[config.mk]
export PLATFORM = sky130hd
export DESIGN_NAME = curve_sample_plot_mapper
export DESIGN_NICKNAME = d
export VERILOG_FILES = /design/src/sv/cspm_pkg.sv /design/src/sv/curve_sample_plot_mapper.sv /design/src/sv/cspm_dpath.sv /design/src/sv/cspm_ctrl.sv
export VERILOG_INCLUDE_DIRS = /design/src /design/src/sv
export SDC_FILE = /design/constraint.sdc
export NUM_CORES = 2
export LEC_CHECK = 0
export BUFFER_PORTS_ARGS = -buffer_cell sky130_fd_sc_hd__buf_2
export CAP_MARGIN = 30
export CORE_MARGIN = 2
export CORE_UTILIZATION = 25
export DETAILED_ROUTE_END_ITERATION = 12
export MAX_ROUTING_LAYER = met4
export PLACE_DENSITY = 0.36
export REMOVE_ABC_BUFFERS = 1
export SLEW_MARGIN = 20
export SYNTH_ARGS = -nofsm -noshare
export SYNTH_HDL_FRONTEND = slang
export SYNTH_SLANG_ARGS = --single-unit
[constraint.sdc]
create_clock -name i_clk -period 13.95 [get_ports i_clk]
set_input_delay 0.6975 -clock i_clk [delete_from_list [all_inputs] [get_ports i_clk]]
set_output_delay 0.6975 -clock i_clk [all_outputs]
set_load 0.01 [all_outputs]
[src/sv/curve_sample_plot_mapper_assert.svh]
// ----------------------------------------------------------------------------
// Curve sample plot mapper assertion macros
// Shared assertion forms for the mapper modules. Each module that asserts
// has i_clk and i_rst_n in scope.
// ----------------------------------------------------------------------------
`ifndef CURVE_SAMPLE_PLOT_MAPPER_ASSERT_SVH
`define CURVE_SAMPLE_PLOT_MAPPER_ASSERT_SVH

// Same-cycle implication, checked out of reset.
`define CSPM_ASSERT_SAME(label, ante, cons, msg) \
    label: assert property (@(posedge i_clk) disable iff (!i_rst_n) \
        (ante) |-> (cons)) else $error(msg);

// Next-cycle implication, checked out of reset.
`define CSPM_ASSERT_NEXT(label, ante, cons, msg) \
    label: assert property (@(posedge i_clk) disable iff (!i_rst_n) \
        (ante) |=> (cons)) else $error(msg);

// Condition that must never hold out of reset.
`define CSPM_ASSERT_NEVER(label, cond, msg) \
    label: assert property (@(posedge i_clk) disable iff (!i_rst_n) \
        !(cond)) else $error(msg);

`endif

[src/sv/cspm_pkg.sv]
// ----------------------------------------------------------------------------
// Curve sample plot mapper package
// Widths, register indexes, result kinds and the control/status words
// passed between the controller and the datapath.
// ----------------------------------------------------------------------------
package cspm_pkg;

    // Default counter widths
    localparam int SAMPLE_INDEX_BITS_DEF = 20;
    localparam int POINT_INDEX_BITS_DEF  = 24;

    // Result field widths
    localparam int SAMPLE_NUM_W = 20;
    localparam int SEG_FIRST_W  = 24;
    localparam int SEG_COUNT_W  = 21;
    localparam int Q_W          = 32;
    localparam int UQ_W         = 31;

    // Stream widths
    localparam int S_TDATA_W = 64;
    localparam int M_TDATA_W = 200;

    // Configuration register indexes
    localparam int CFG_IDX_W = 3;
    localparam logic [CFG_IDX_W-1:0] REG_VALUE_MIN    = 3'd0;
    localparam logic [CFG_IDX_W-1:0] REG_VALUE_MAX    = 3'd1;
    localparam logic [CFG_IDX_W-1:0] REG_REVERSED     = 3'd2;
    localparam logic [CFG_IDX_W-1:0] REG_DEPTH_TOP    = 3'd3;
    localparam logic [CFG_IDX_W-1:0] REG_DEPTH_BOTTOM = 3'd4;
    localparam logic [CFG_IDX_W-1:0] REG_TRACK_LEFT   = 3'd5;
    localparam logic [CFG_IDX_W-1:0] REG_TRACK_WIDTH  = 3'd6;
    localparam logic [CFG_IDX_W-1:0] REG_PLOT_HEIGHT  = 3'd7;

    // Register reset values
    localparam logic [Q_W-1:0]  ONE_Q16    = 32'h0001_0000;
    localparam logic [UQ_W-1:0] ONE_Q16_U  = 31'h0001_0000;

    // Result kinds
    typedef enum logic [1:0] {
        KIND_POINT   = 2'd0,
        KIND_SEGMENT = 2'd1,
        KIND_ERROR   = 2'd2
    } t_kind;

    // Controller to datapath
    typedef struct packed {
        logic                    capture;
        logic                    start;
        logic                    sel_depth;
        logic                    emit;
        t_kind                   kind;
        logic                    last;
        logic [SAMPLE_NUM_W-1:0] sample_number;
        logic [SEG_FIRST_W-1:0]  seg_first;
        logic [SEG_COUNT_W-1:0]  seg_count;
    } t_cmd;

    // Datapath to controller
    typedef struct packed {
        logic busy;
        logic done;
        logic err;
        logic missing;
        logic curve_end;
        logic out_free;
    } t_stat;

endpackage

[src/sv/curve_sample_plot_mapper.sv]
// ----------------------------------------------------------------------------
// Curve sample plot mapper
// Maps well-log samples onto a plot track and reports points, closed
// segments and overflow errors.
//
//   Channel   Dir  tdata (low bit up)                          tuser / tlast
//   s_axis    in   sample_depth[31:0] sample_value[63:32]      missing / curve_end
//   m_axis    out  x_position, y_position, sample_number,      kind / last
//                  point_depth, point_value, segment_first_point,
//                  segment_point_count, zero pad to 200 bits
//   cfg       in   i_cfg_index selects the register, i_cfg_data holds it
//
// A good sample is captured and checked, then mapped in two passes of
// one multiply plus a radix-4 divider on the shared datapath, then its
// results are issued. Reset is synchronous and restores the register
// defaults and clears all counters. One sample is in work at a time; a
// stalled result holds the controller before its next result.
// ----------------------------------------------------------------------------
module curve_sample_plot_mapper #(
    parameter int SAMPLE_INDEX_BITS = cspm_pkg::SAMPLE_INDEX_BITS_DEF,
    parameter int POINT_INDEX_BITS  = cspm_pkg::POINT_INDEX_BITS_DEF
) (
    input  logic                            i_clk,
    input  logic                            i_rst_n,
    input  logic                            i_cfg_we,
    input  logic [cspm_pkg::CFG_IDX_W-1:0]  i_cfg_index,
    input  logic [cspm_pkg::Q_W-1:0]        i_cfg_data,
    input  logic                            s_axis_tvalid,
    output logic                            s_axis_tready,
    // sample_depth[31:0], sample_value[63:32]
    input  logic [cspm_pkg::S_TDATA_W-1:0]  s_axis_tdata,
    // missing[0]
    input  logic [0:0]                      s_axis_tuser,
    input  logic                            s_axis_tlast,
    output logic                            m_axis_tvalid,
    input  logic                            m_axis_tready,
    // x_position[31:0], y_position[63:32], sample_number[83:64],
    // point_depth[115:84], point_value[147:116], segment_first_point[171:148],
    // segment_point_count[192:172], zero[199:193]
    output logic [cspm_pkg::M_TDATA_W-1:0]  m_axis_tdata,
    // kind[1:0]
    output logic [1:0]                      m_axis_tuser,
    output logic                            m_axis_tlast
);

    cspm_pkg::t_cmd  w_cmd;
    cspm_pkg::t_stat w_stat;

    cspm_ctrl #(
        .SAMPLE_INDEX_BITS (SAMPLE_INDEX_BITS),
        .POINT_INDEX_BITS  (POINT_INDEX_BITS)
    ) u_ctrl (
        .i_clk      (i_clk),
        .i_rst_n    (i_rst_n),
        .i_s_tvalid (s_axis_tvalid),
        .o_s_tready (s_axis_tready),
        .i_stat     (w_stat),
        .o_cmd      (w_cmd)
    );

    cspm_dpath u_dpath (
        .i_clk         (i_clk),
        .i_rst_n       (i_rst_n),
        .i_cfg_we      (i_cfg_we),
        .i_cfg_index   (i_cfg_index),
        .i_cfg_data    (i_cfg_data),
        .i_s_tdata     (s_axis_tdata),
        .i_s_missing   (s_axis_tuser[0]),
        .i_s_curve_end (s_axis_tlast),
        .i_cmd         (w_cmd),
        .o_stat        (w_stat),
        .o_m_tvalid    (m_axis_tvalid),
        .i_m_tready    (m_axis_tready),
        .o_m_tdata     (m_axis_tdata),
        .o_m_tuser     (m_axis_tuser),
        .o_m_tlast     (m_axis_tlast)
    );

endmodule

[src/sv/cspm_dpath.sv]
// ----------------------------------------------------------------------------
// Curve sample plot mapper datapath
// Holds the configuration, the captured sample and the result word. One
// shared multiply and radix-4 restoring divider maps either the value or
// the depth per start command, with Q16.16 range checks.
// ----------------------------------------------------------------------------
module cspm_dpath (
    input  logic                            i_clk,
    input  logic                            i_rst_n,
    input  logic                            i_cfg_we,
    input  logic [cspm_pkg::CFG_IDX_W-1:0]  i_cfg_index,
    input  logic [cspm_pkg::Q_W-1:0]        i_cfg_data,
    input  logic [cspm_pkg::S_TDATA_W-1:0]  i_s_tdata,
    input  logic                            i_s_missing,
    input  logic                            i_s_curve_end,
    input  cspm_pkg::t_cmd                  i_cmd,
    output cspm_pkg::t_stat                 o_stat,
    output logic                            o_m_tvalid,
    input  logic                            i_m_tready,
    output logic [cspm_pkg::M_TDATA_W-1:0]  o_m_tdata,
    output logic [1:0]                      o_m_tuser,
    output logic                            o_m_tlast
);

    localparam int PROD_W    = 63;
    localparam int QUO_W     = 34;
    localparam int DIV_STEPS = QUO_W / 2;
    localparam int STEP_W    = 5;
    localparam logic [STEP_W-1:0] STEP_MUL   = STEP_W'(0);
    localparam logic [STEP_W-1:0] STEP_INIT  = STEP_W'(1);
    localparam logic [STEP_W-1:0] STEP_POST1 = STEP_W'(2 + DIV_STEPS);
    localparam logic [STEP_W-1:0] STEP_POST2 = STEP_W'(3 + DIV_STEPS);

    // Configuration registers
    logic [31:0] r_vmin, r_vmax, r_dtop, r_dbot;
    logic        r_rev;
    logic [30:0] r_tl, r_tw, r_ph;

    // Captured sample
    logic [31:0] r_in_depth, r_in_value;
    logic        r_in_missing, r_in_end;

    // Arithmetic state
    logic              r_busy, r_done, r_sel;
    logic [STEP_W-1:0] r_step;
    logic [PROD_W-1:0] r_prod;
    logic              r_neg, r_cfg_bad, r_ovf;
    logic [31:0]       r_div, r_rem, r_off;
    logic [QUO_W-1:0]  r_low, r_quo;
    logic [31:0]       r_left, r_top;
    logic              r_err_v, r_err_d;

    // Output word
    logic        r_valid, r_last;
    logic [1:0]  r_kind;
    logic [31:0] r_o_left, r_o_top, r_o_depth, r_o_value;
    logic [19:0] r_o_sample;
    logic [23:0] r_o_first;
    logic [20:0] r_o_count;

    logic [32:0] w_num, w_diff, w_mag;
    logic [30:0] w_factor;
    logic [63:0] w_prod;
    logic [32:0] w_s1, w_s2;
    logic [34:0] w_m;
    logic        w_ovf_q;
    logic [31:0] w_off;
    logic [32:0] w_sum;

    // One restoring step: returns {quotient bit, new remainder}
    function automatic logic [32:0] div_bit(input logic [31:0] rem, input logic bin,
                                            input logic [31:0] d);
        logic [32:0] t;
        t = {rem, bin};
        if (t >= {1'b0, d}) begin
            div_bit = {1'b1, 32'(t - {1'b0, d})};
        end else begin
            div_bit = {1'b0, t[31:0]};
        end
    endfunction

    // Select numerator, range and scale factor
    always_comb begin
        if (i_cmd.sel_depth) begin
            w_num    = {r_in_depth[31], r_in_depth} - {r_dtop[31], r_dtop};
            w_diff   = {r_dbot[31], r_dbot} - {r_dtop[31], r_dtop};
            w_factor = r_ph;
        end else begin
            w_num    = r_rev ? ({r_vmax[31], r_vmax} - {r_in_value[31], r_in_value})
                             : ({r_in_value[31], r_in_value} - {r_vmin[31], r_vmin});
            w_diff   = {r_vmax[31], r_vmax} - {r_vmin[31], r_vmin};
            w_factor = r_tw;
        end
        w_mag  = w_num[32] ? (~w_num + 33'd1) : w_num;
        w_prod = 64'(w_mag) * 64'(w_factor);
    end

    // Two division steps per cycle
    always_comb begin
        w_s1 = div_bit(r_rem, r_low[QUO_W-1], r_div);
        w_s2 = div_bit(w_s1[31:0], r_low[QUO_W-2], r_div);
    end

    // Floor correction and 32-bit range check
    always_comb begin
        w_m = 35'(r_quo) + 35'(r_rem != 32'd0);
        if (r_neg) begin
            w_ovf_q = (w_m > 35'h0_8000_0000);
            w_off   = 32'd0 - w_m[31:0];
        end else begin
            w_ovf_q = (r_quo[QUO_W-1:31] != '0);
            w_off   = r_quo[31:0];
        end
        w_sum = {2'b00, r_tl} + {r_off[31], r_off};
    end

    // Configuration writes
    always_ff @(posedge i_clk) begin
        if (!i_rst_n) begin
            r_vmin <= '0;
            r_vmax <= cspm_pkg::ONE_Q16;
            r_rev  <= 1'b0;
            r_dtop <= '0;
            r_dbot <= cspm_pkg::ONE_Q16;
            r_tl   <= '0;
            r_tw   <= cspm_pkg::ONE_Q16_U;
            r_ph   <= cspm_pkg::ONE_Q16_U;
        end else if (i_cfg_we) begin
            case (i_cfg_index)
                cspm_pkg::REG_VALUE_MIN:    r_vmin <= i_cfg_data;
                cspm_pkg::REG_VALUE_MAX:    r_vmax <= i_cfg_data;
                cspm_pkg::REG_REVERSED:     r_rev  <= i_cfg_data[0];
                cspm_pkg::REG_DEPTH_TOP:    r_dtop <= i_cfg_data;
                cspm_pkg::REG_DEPTH_BOTTOM: r_dbot <= i_cfg_data;
                cspm_pkg::REG_TRACK_LEFT:   r_tl   <= i_cfg_data[30:0];
                cspm_pkg::REG_TRACK_WIDTH:  r_tw   <= i_cfg_data[30:0];
                cspm_pkg::REG_PLOT_HEIGHT:  r_ph   <= i_cfg_data[30:0];
                default: begin
                end
            endcase
        end
    end

    // Capture the sample
    always_ff @(posedge i_clk) begin
        if (i_cmd.capture) begin
            r_in_depth   <= i_s_tdata[31:0];
            r_in_value   <= i_s_tdata[63:32];
            r_in_missing <= i_s_missing;
            r_in_end     <= i_s_curve_end;
        end
    end

    // Step sequencer of the shared unit
    always_ff @(posedge i_clk) begin
        if (!i_rst_n) begin
            r_busy <= 1'b0;
            r_done <= 1'b0;
            r_step <= '0;
        end else begin
            r_done <= 1'b0;
            if (i_cmd.start) begin
                r_busy <= 1'b1;
                r_step <= STEP_MUL;
            end else if (r_busy) begin
                if (r_step == STEP_POST2) begin
                    r_busy <= 1'b0;
                    r_done <= 1'b1;
                end
                r_step <= r_step + STEP_W'(1);
            end
        end
    end

    // Multiply, divide and post-process
    always_ff @(posedge i_clk) begin
        if (i_cmd.capture) begin
            r_err_v <= 1'b0;
            r_err_d <= 1'b0;
        end
        if (i_cmd.start) begin
            r_sel     <= i_cmd.sel_depth;
            r_prod    <= w_prod[PROD_W-1:0];
            r_neg     <= w_num[32];
            r_div     <= w_diff[31:0];
            r_cfg_bad <= w_diff[32] | (w_diff == 33'd0);
        end else if (r_busy) begin
            if (r_step == STEP_INIT) begin
                r_rem <= {3'b000, r_prod[PROD_W-1:QUO_W]};
                r_low <= r_prod[QUO_W-1:0];
                r_quo <= '0;
                r_ovf <= ({3'b000, r_prod[PROD_W-1:QUO_W]} >= r_div);
            end else if (r_step == STEP_POST1) begin
                r_off <= w_off;
                r_ovf <= r_ovf | w_ovf_q | r_cfg_bad;
            end else if (r_step == STEP_POST2) begin
                if (r_sel) begin
                    r_top   <= r_off;
                    r_err_d <= r_ovf;
                end else begin
                    r_left  <= w_sum[31:0];
                    r_err_v <= r_ovf | (w_sum[32] != w_sum[31]);
                end
            end else if (r_step != STEP_MUL) begin
                r_rem <= w_s2[31:0];
                r_quo <= {r_quo[QUO_W-3:0], w_s1[32], w_s2[32]};
                r_low <= {r_low[QUO_W-3:0], 2'b00};
            end
        end
    end

    // Output register: load on emit, drop when taken
    always_ff @(posedge i_clk) begin
        if (!i_rst_n) begin
            r_valid <= 1'b0;
        end else if (i_cmd.emit) begin
            r_valid <= 1'b1;
        end else if (i_m_tready) begin
            r_valid <= 1'b0;
        end
    end

    always_ff @(posedge i_clk) begin
        if (i_cmd.emit) begin
            r_kind     <= i_cmd.kind;
            r_last     <= i_cmd.last;
            r_o_sample <= i_cmd.sample_number;
            r_o_first  <= i_cmd.seg_first;
            r_o_count  <= i_cmd.seg_count;
            if (i_cmd.kind == cspm_pkg::KIND_POINT) begin
                r_o_left  <= r_left;
                r_o_top   <= r_top;
                r_o_depth <= r_in_depth;
                r_o_value <= r_in_value;
            end else begin
                r_o_left  <= '0;
                r_o_top   <= '0;
                r_o_depth <= '0;
                r_o_value <= '0;
            end
        end
    end

    assign o_stat.busy      = r_busy;
    assign o_stat.done      = r_done;
    assign o_stat.err       = r_err_v | r_err_d;
    assign o_stat.missing   = r_in_missing;
    assign o_stat.curve_end = r_in_end;
    assign o_stat.out_free  = !r_valid || i_m_tready;

    assign o_m_tvalid = r_valid;
    assign o_m_tuser  = r_kind;
    assign o_m_tlast  = r_last;
    assign o_m_tdata  = {7'b0, r_o_count, r_o_first, r_o_value, r_o_depth,
                         r_o_sample, r_o_top, r_o_left};

endmodule

[src/sv/cspm_ctrl.sv]
// ----------------------------------------------------------------------------
// Curve sample plot mapper controller
// Sequences one sample at a time: skip handling, value and depth mapping
// on the datapath, and the point, segment and error results. Owns the
// sample and point counters and the segment state.
// ----------------------------------------------------------------------------
`include "curve_sample_plot_mapper_assert.svh"

module cspm_ctrl #(
    parameter int SAMPLE_INDEX_BITS = cspm_pkg::SAMPLE_INDEX_BITS_DEF,
    parameter int POINT_INDEX_BITS  = cspm_pkg::POINT_INDEX_BITS_DEF
) (
    input  logic            i_clk,
    input  logic            i_rst_n,
    input  logic            i_s_tvalid,
    output logic            o_s_tready,
    input  cspm_pkg::t_stat i_stat,
    output cspm_pkg::t_cmd  o_cmd
);

    typedef enum logic [2:0] {
        S_IDLE,
        S_CHECK,
        S_WVAL,
        S_WDEP,
        S_POINT,
        S_CLOSE,
        S_ERROR
    } t_state;

    t_state                        r_state;
    logic [SAMPLE_INDEX_BITS-1:0]  r_sc, r_this;
    logic [POINT_INDEX_BITS-1:0]   r_pc, r_seg_start;
    logic                          r_seg_open, r_skip;
    logic                          w_accept;
    logic                          w_end_emit;

    assign o_s_tready = (r_state == S_IDLE);
    assign w_accept   = i_s_tvalid && o_s_tready;
    assign w_end_emit = (r_state == S_POINT) && o_cmd.emit && i_stat.curve_end;

    // Commands to the datapath
    always_comb begin
        o_cmd           = '0;
        o_cmd.capture   = w_accept;
        o_cmd.start     = ((r_state == S_CHECK) && !r_skip && !i_stat.missing)
                       || ((r_state == S_WVAL) && i_stat.done);
        o_cmd.sel_depth = (r_state == S_WVAL);
        o_cmd.kind      = cspm_pkg::KIND_POINT;
        o_cmd.last      = 1'b1;
        case (r_state)
            S_POINT: begin
                o_cmd.emit          = i_stat.out_free;
                o_cmd.last          = !i_stat.curve_end;
                o_cmd.sample_number = cspm_pkg::SAMPLE_NUM_W'(r_this);
            end
            S_CLOSE: begin
                o_cmd.emit      = i_stat.out_free;
                o_cmd.kind      = cspm_pkg::KIND_SEGMENT;
                o_cmd.seg_first = cspm_pkg::SEG_FIRST_W'(r_seg_start);
                o_cmd.seg_count = cspm_pkg::SEG_COUNT_W'(
                                      POINT_INDEX_BITS'(r_pc - r_seg_start));
            end
            S_ERROR: begin
                o_cmd.emit          = i_stat.out_free;
                o_cmd.kind          = cspm_pkg::KIND_ERROR;
                o_cmd.sample_number = cspm_pkg::SAMPLE_NUM_W'(r_this);
            end
            default: begin
            end
        endcase
    end

    // State, counters and segment bookkeeping
    always_ff @(posedge i_clk) begin
        if (!i_rst_n) begin
            r_state     <= S_IDLE;
            r_sc        <= '0;
            r_this      <= '0;
            r_pc        <= '0;
            r_seg_start <= '0;
            r_seg_open  <= 1'b0;
            r_skip      <= 1'b0;
        end else begin
            case (r_state)
                S_IDLE: begin
                    if (w_accept) begin
                        r_this  <= r_sc;
                        r_sc    <= r_sc + SAMPLE_INDEX_BITS'(1);
                        r_state <= S_CHECK;
                    end
                end
                S_CHECK: begin
                    if (r_skip) begin
                        if (i_stat.curve_end) begin
                            r_skip <= 1'b0;
                            r_sc   <= '0;
                        end
                        r_state <= S_IDLE;
                    end else if (i_stat.missing) begin
                        if (r_seg_open) begin
                            r_state <= S_CLOSE;
                        end else begin
                            if (i_stat.curve_end) begin
                                r_sc <= '0;
                            end
                            r_state <= S_IDLE;
                        end
                    end else begin
                        r_state <= S_WVAL;
                    end
                end
                S_WVAL: begin
                    if (i_stat.done) begin
                        r_state <= S_WDEP;
                    end
                end
                S_WDEP: begin
                    if (i_stat.done) begin
                        r_state <= i_stat.err ? S_ERROR : S_POINT;
                    end
                end
                S_POINT: begin
                    if (i_stat.out_free) begin
                        if (!r_seg_open) begin
                            r_seg_open  <= 1'b1;
                            r_seg_start <= r_pc;
                        end
                        r_pc    <= r_pc + POINT_INDEX_BITS'(1);
                        r_state <= i_stat.curve_end ? S_CLOSE : S_IDLE;
                    end
                end
                S_CLOSE: begin
                    if (i_stat.out_free) begin
                        r_seg_open <= 1'b0;
                        if (i_stat.curve_end) begin
                            r_sc <= '0;
                        end
                        r_state <= S_IDLE;
                    end
                end
                S_ERROR: begin
                    if (i_stat.out_free) begin
                        r_seg_open <= 1'b0;
                        if (i_stat.curve_end) begin
                            r_sc <= '0;
                        end else begin
                            r_skip <= 1'b1;
                        end
                        r_state <= S_IDLE;
                    end
                end
                default: begin
                    r_state <= S_IDLE;
                end
            endcase
        end
    end

    // Checks
    `CSPM_ASSERT_SAME(a_emit_free, o_cmd.emit, i_stat.out_free, "result word overwritten")
    `CSPM_ASSERT_SAME(a_start_idle, o_cmd.start, !i_stat.busy, "divider restarted while busy")
    `CSPM_ASSERT_NEVER(a_skip_no_seg, r_skip && r_seg_open, "segment open while skipping")
    `CSPM_ASSERT_NEXT(a_end_closes, w_end_emit, r_state == S_CLOSE, "curve end point not closed")

endmodule
==> results.sh <==
export IMPL_fin_skew_ns=0.06904
export IMPL_nets=10928
export IMPL_combPwrFrac_pct=50.1
export IMPL_largest_reg_flops=63
export IMPL_synth_area_leaders="fa_1 22%, edfxtp_1 20%, ha_1 8.5%"
export IMPL_io_buffers=303
export IMPL_max_freq_ghz=0.07563
export IMPL_multiInputGateArea_mm2=0.05456
export IMPL_cp_required_ns=14.43
export IMPL_synth_top_area_share_pct=21.68
export IMPL_grt_setup_unrepaired="no"
export IMPL_cts_sinks=882
export IMPL_place_inst=13627
export IMPL_ctsHoldBuffers=0
export IMPL_cp_max_fo=13
export IMPL_grt_pass1_wl_um=485900
export IMPL_syn_to_final_growth_pct=14.06
export IMPL_pwr_density_cell_mw_per_mm2=130.9
export IMPL_intPower_mw=6.888
export IMPL_avgSynthCellArea_um2=9.159
export IMPL_clk_latency_ns=0.80
export IMPL_cts_tree="built"
export IMPL_die_h_um=581.5
export IMPL_synth_seq_cells=882
export IMPL_grt_pass1_vias=68233
export IMPL_slew_limit_headroom_pct=32.39
export IMPL_drtPass1Iterations=5
export IMPL_synth_commonest_cells="1,539 x nand2_1, 1,160 x inv_1, 903 x fa_1"
export IMPL_finalCriticalPeriod_ns=13.22
export IMPL_cp_end_kind="flip-flop"
export IMPL_dp_hpwl_um=264400
export IMPL_setup_viol=0
export IMPL_cts_resized=0
export IMPL_seq_area_frac_synth_pct=27.87
export IMPL_wirelength_um=331800
export IMPL_clk_pin_slew_ns=0.06
export IMPL_path_class="reg2reg"
export IMPL_fill_cells=35490
export IMPL_fin_cells=13857
export IMPL_final_max_slew_viol_count=0
export IMPL_antenna_left=1
export IMPL_yosys_area_top_type="fa_1"
export IMPL_antenna_found_initial=38
export IMPL_start_util_pct=25.07
export IMPL_power_mw=12.45
export IMPL_synthArstFlopShare_pct=0
export IMPL_yosysMostFrequentCell="nand2_1"
export IMPL_p_leak_nw=40.28
export IMPL_cpMostUsedCell="fa_1"
export IMPL_cts_buffer_depth=3
export IMPL_violations="antenna violations"
export IMPL_yosysUniqueCellTypes=94
export IMPL_switchingPower_mw=5.561
export IMPL_seq_power_share_pct=25.1
export IMPL_clockPowerShare_pct=24.8
export IMPL_critPathSlowestCell="or4_1"
export IMPL_syn_inst=9103
export IMPL_p_sw_share_pct=44.67
export IMPL_post_route_drc_count=0
export IMPL_yosysWarnings=0
export IMPL_cts_buffers=109
export IMPL_htreeDepth=3
export IMPL_dieArea_mm2=0.3381
export IMPL_gp_congestion=0.9160
export IMPL_num_io_pins=311
export IMPL_vias=65841
export IMPL_post_route_period_util_pct=94.78
export IMPL_status="complete, but fails checks"
export IMPL_grt_max_degree=86
export IMPL_post_route_util_pct=28.59
export IMPL_synth_edff_count=557
export IMPL_worst_slew_pin_slew_ns=1.012
export IMPL_fin_hold_ws_ns=0.08486
export IMPL_synth_area_mm2=0.08337
export IMPL_slowest_delay_ns=0.77
export IMPL_regMostFlops="u_dpath.r_prod"
export IMPL_cts_root_buf="clkbuf_16"
export IMPL_cts_setup_buffers=0
export IMPL_top_regs="u_dpath.r_prod: 63 flops, u_dpath.r_low: 34 flops, u_dpath.r_quo: 34 flops"
export IMPL_arrival_ns=13.70
export IMPL_viasPerCell=4.751
export IMPL_synth_main_ff_cell="edfxtp_1"
export IMPL_hold_class="in2reg"
export IMPL_grt_usage_pct=20.11
export IMPL_ir_drop_uv=146.3
export IMPL_regArea_mm2=0.02323
export IMPL_rows=212
export IMPL_placeableCoreArea_mm2=0.3326
export IMPL_drive_above_1_share_pct=9.503
export IMPL_startpoint_type="flip-flop"
export IMPL_die_x_um=581.5
export IMPL_overflow=0
export IMPL_drt_iter0_drc=4481
export IMPL_drv_cap=0
export IMPL_finalHoldViolations=0
export IMPL_wire_per_inst_um=23.94
[final timing paths]
kind	startpoint	to	slack, ns	cells past startpoint
setup / recovery	u_dpath.r_in_value[0]$_DFFE_PP_	u_dpath.r_prod[60]$_DFFE_PP_	0.73	39
hold / removal	s_axis_tdata[6]	u_dpath.r_in_depth[6]$_DFFE_PP_	0.08	1
setup reg to reg	u_dpath.r_in_value[0]$_DFFE_PP_	u_dpath.r_prod[60]$_DFFE_PP_	0.73	39
hold reg to reg	u_ctrl.r_pc[23]$_SDFFE_PN0P_	u_ctrl.r_seg_start[23]$_SDFFE_PN0P_	0.46	2
[through the flow]
stage               instance area [µm²]  TNS, ns  setup WS (ns)
finish                            95100        0         0.7281
global route                      95060        0         0.2047
CTS                               94990        0         0.7478
detailed placement                91150        0         0.8460
global placement                  90990        0         0.9444
floorplan                         81740   -77.15         -3.279
[metal layers]
metal | GRT usage, % | part of all wire, % | vias to the layer above
met4 | 4.673 | 2.6 | 0
met5 | - | 0 | -
li1 | - | - | 30479
met1 | 27.23 | 47 | 33445
met2 | 31.98 | 46 | 1605
met3 | 2.413 | 4.7 | 312
[final cells by class]
type,instances,share of cell area [%]
Antenna cell,20,0.05263
Clock buffer,126,3.000
Clock inverter,80,1.038
Inverter,1161,4.593
Multi-Input combinational cell,6645,57.37
Sequential cell,882,24.43
Tap cell,4387,5.772
Timing Repair Buffer,556,3.740
[layout by cell type (no fill, tap or decap), drive strengths merged, types with 27 or more instances in the layout]
cell type and n:
clkinv 53, and3 73, nand3 135, or3 53, a21boi 275, mux2 42, nand4 60, a211oi 42
a21oi 333, o211ai 27, o21bai 35, nor2 662, and2 286, inv 1167, a31oi 54, xor2 141
mux2i 87, nand2b 55, nor4 33, buf 555, a21o 180, nor3 110, dfxtp 325, fa 903
o21a 74, edfxtp 557, nor2b 60, xnor2 250, o21ai 232, nand2 1539, ha 564, clkbuf 127
o31ai 29
[critical path: cells and delay by family (launching register included)]
kind                       cells  cell delay [ns]
buffers and inverters          4             0.52
DFF                            1             0.38
adders and majority gates     11             4.99
AOI/OAI and AO/OA             16             4.59
xor gates and xnor gates       3             0.62
and+or+nand+nor                5             1.79
[cell families after synthesis]
group	synth area share, %
buf+inv	7.215
simple gates	17.03
mux	1.612
flops	27.87
compound gates	11.98
other cells	0.004498
fa+ha+maj	30.15
xor+xnor	4.143
[power groups by stage]
| stage | Sequential (mW) | Clock [mW] | Combinational [mW] |
|---|---|---|---|
| 2_1_floorplan | 3.11 | 0 | 3.37 |
| 3_3_place_gp | 3.18 | 0 | 6.26 |
| 3_5_place_dp | 3.18 | 0 | 6.24 |
| 4_1_cts | 3.12 | 3.20 | 6.29 |
| 5_1_grt | 3.13 | 3.29 | 6.80 |
| 6_report | 3.12 | 3.09 | 6.24 |
Power figures use the tool's default switching activity.
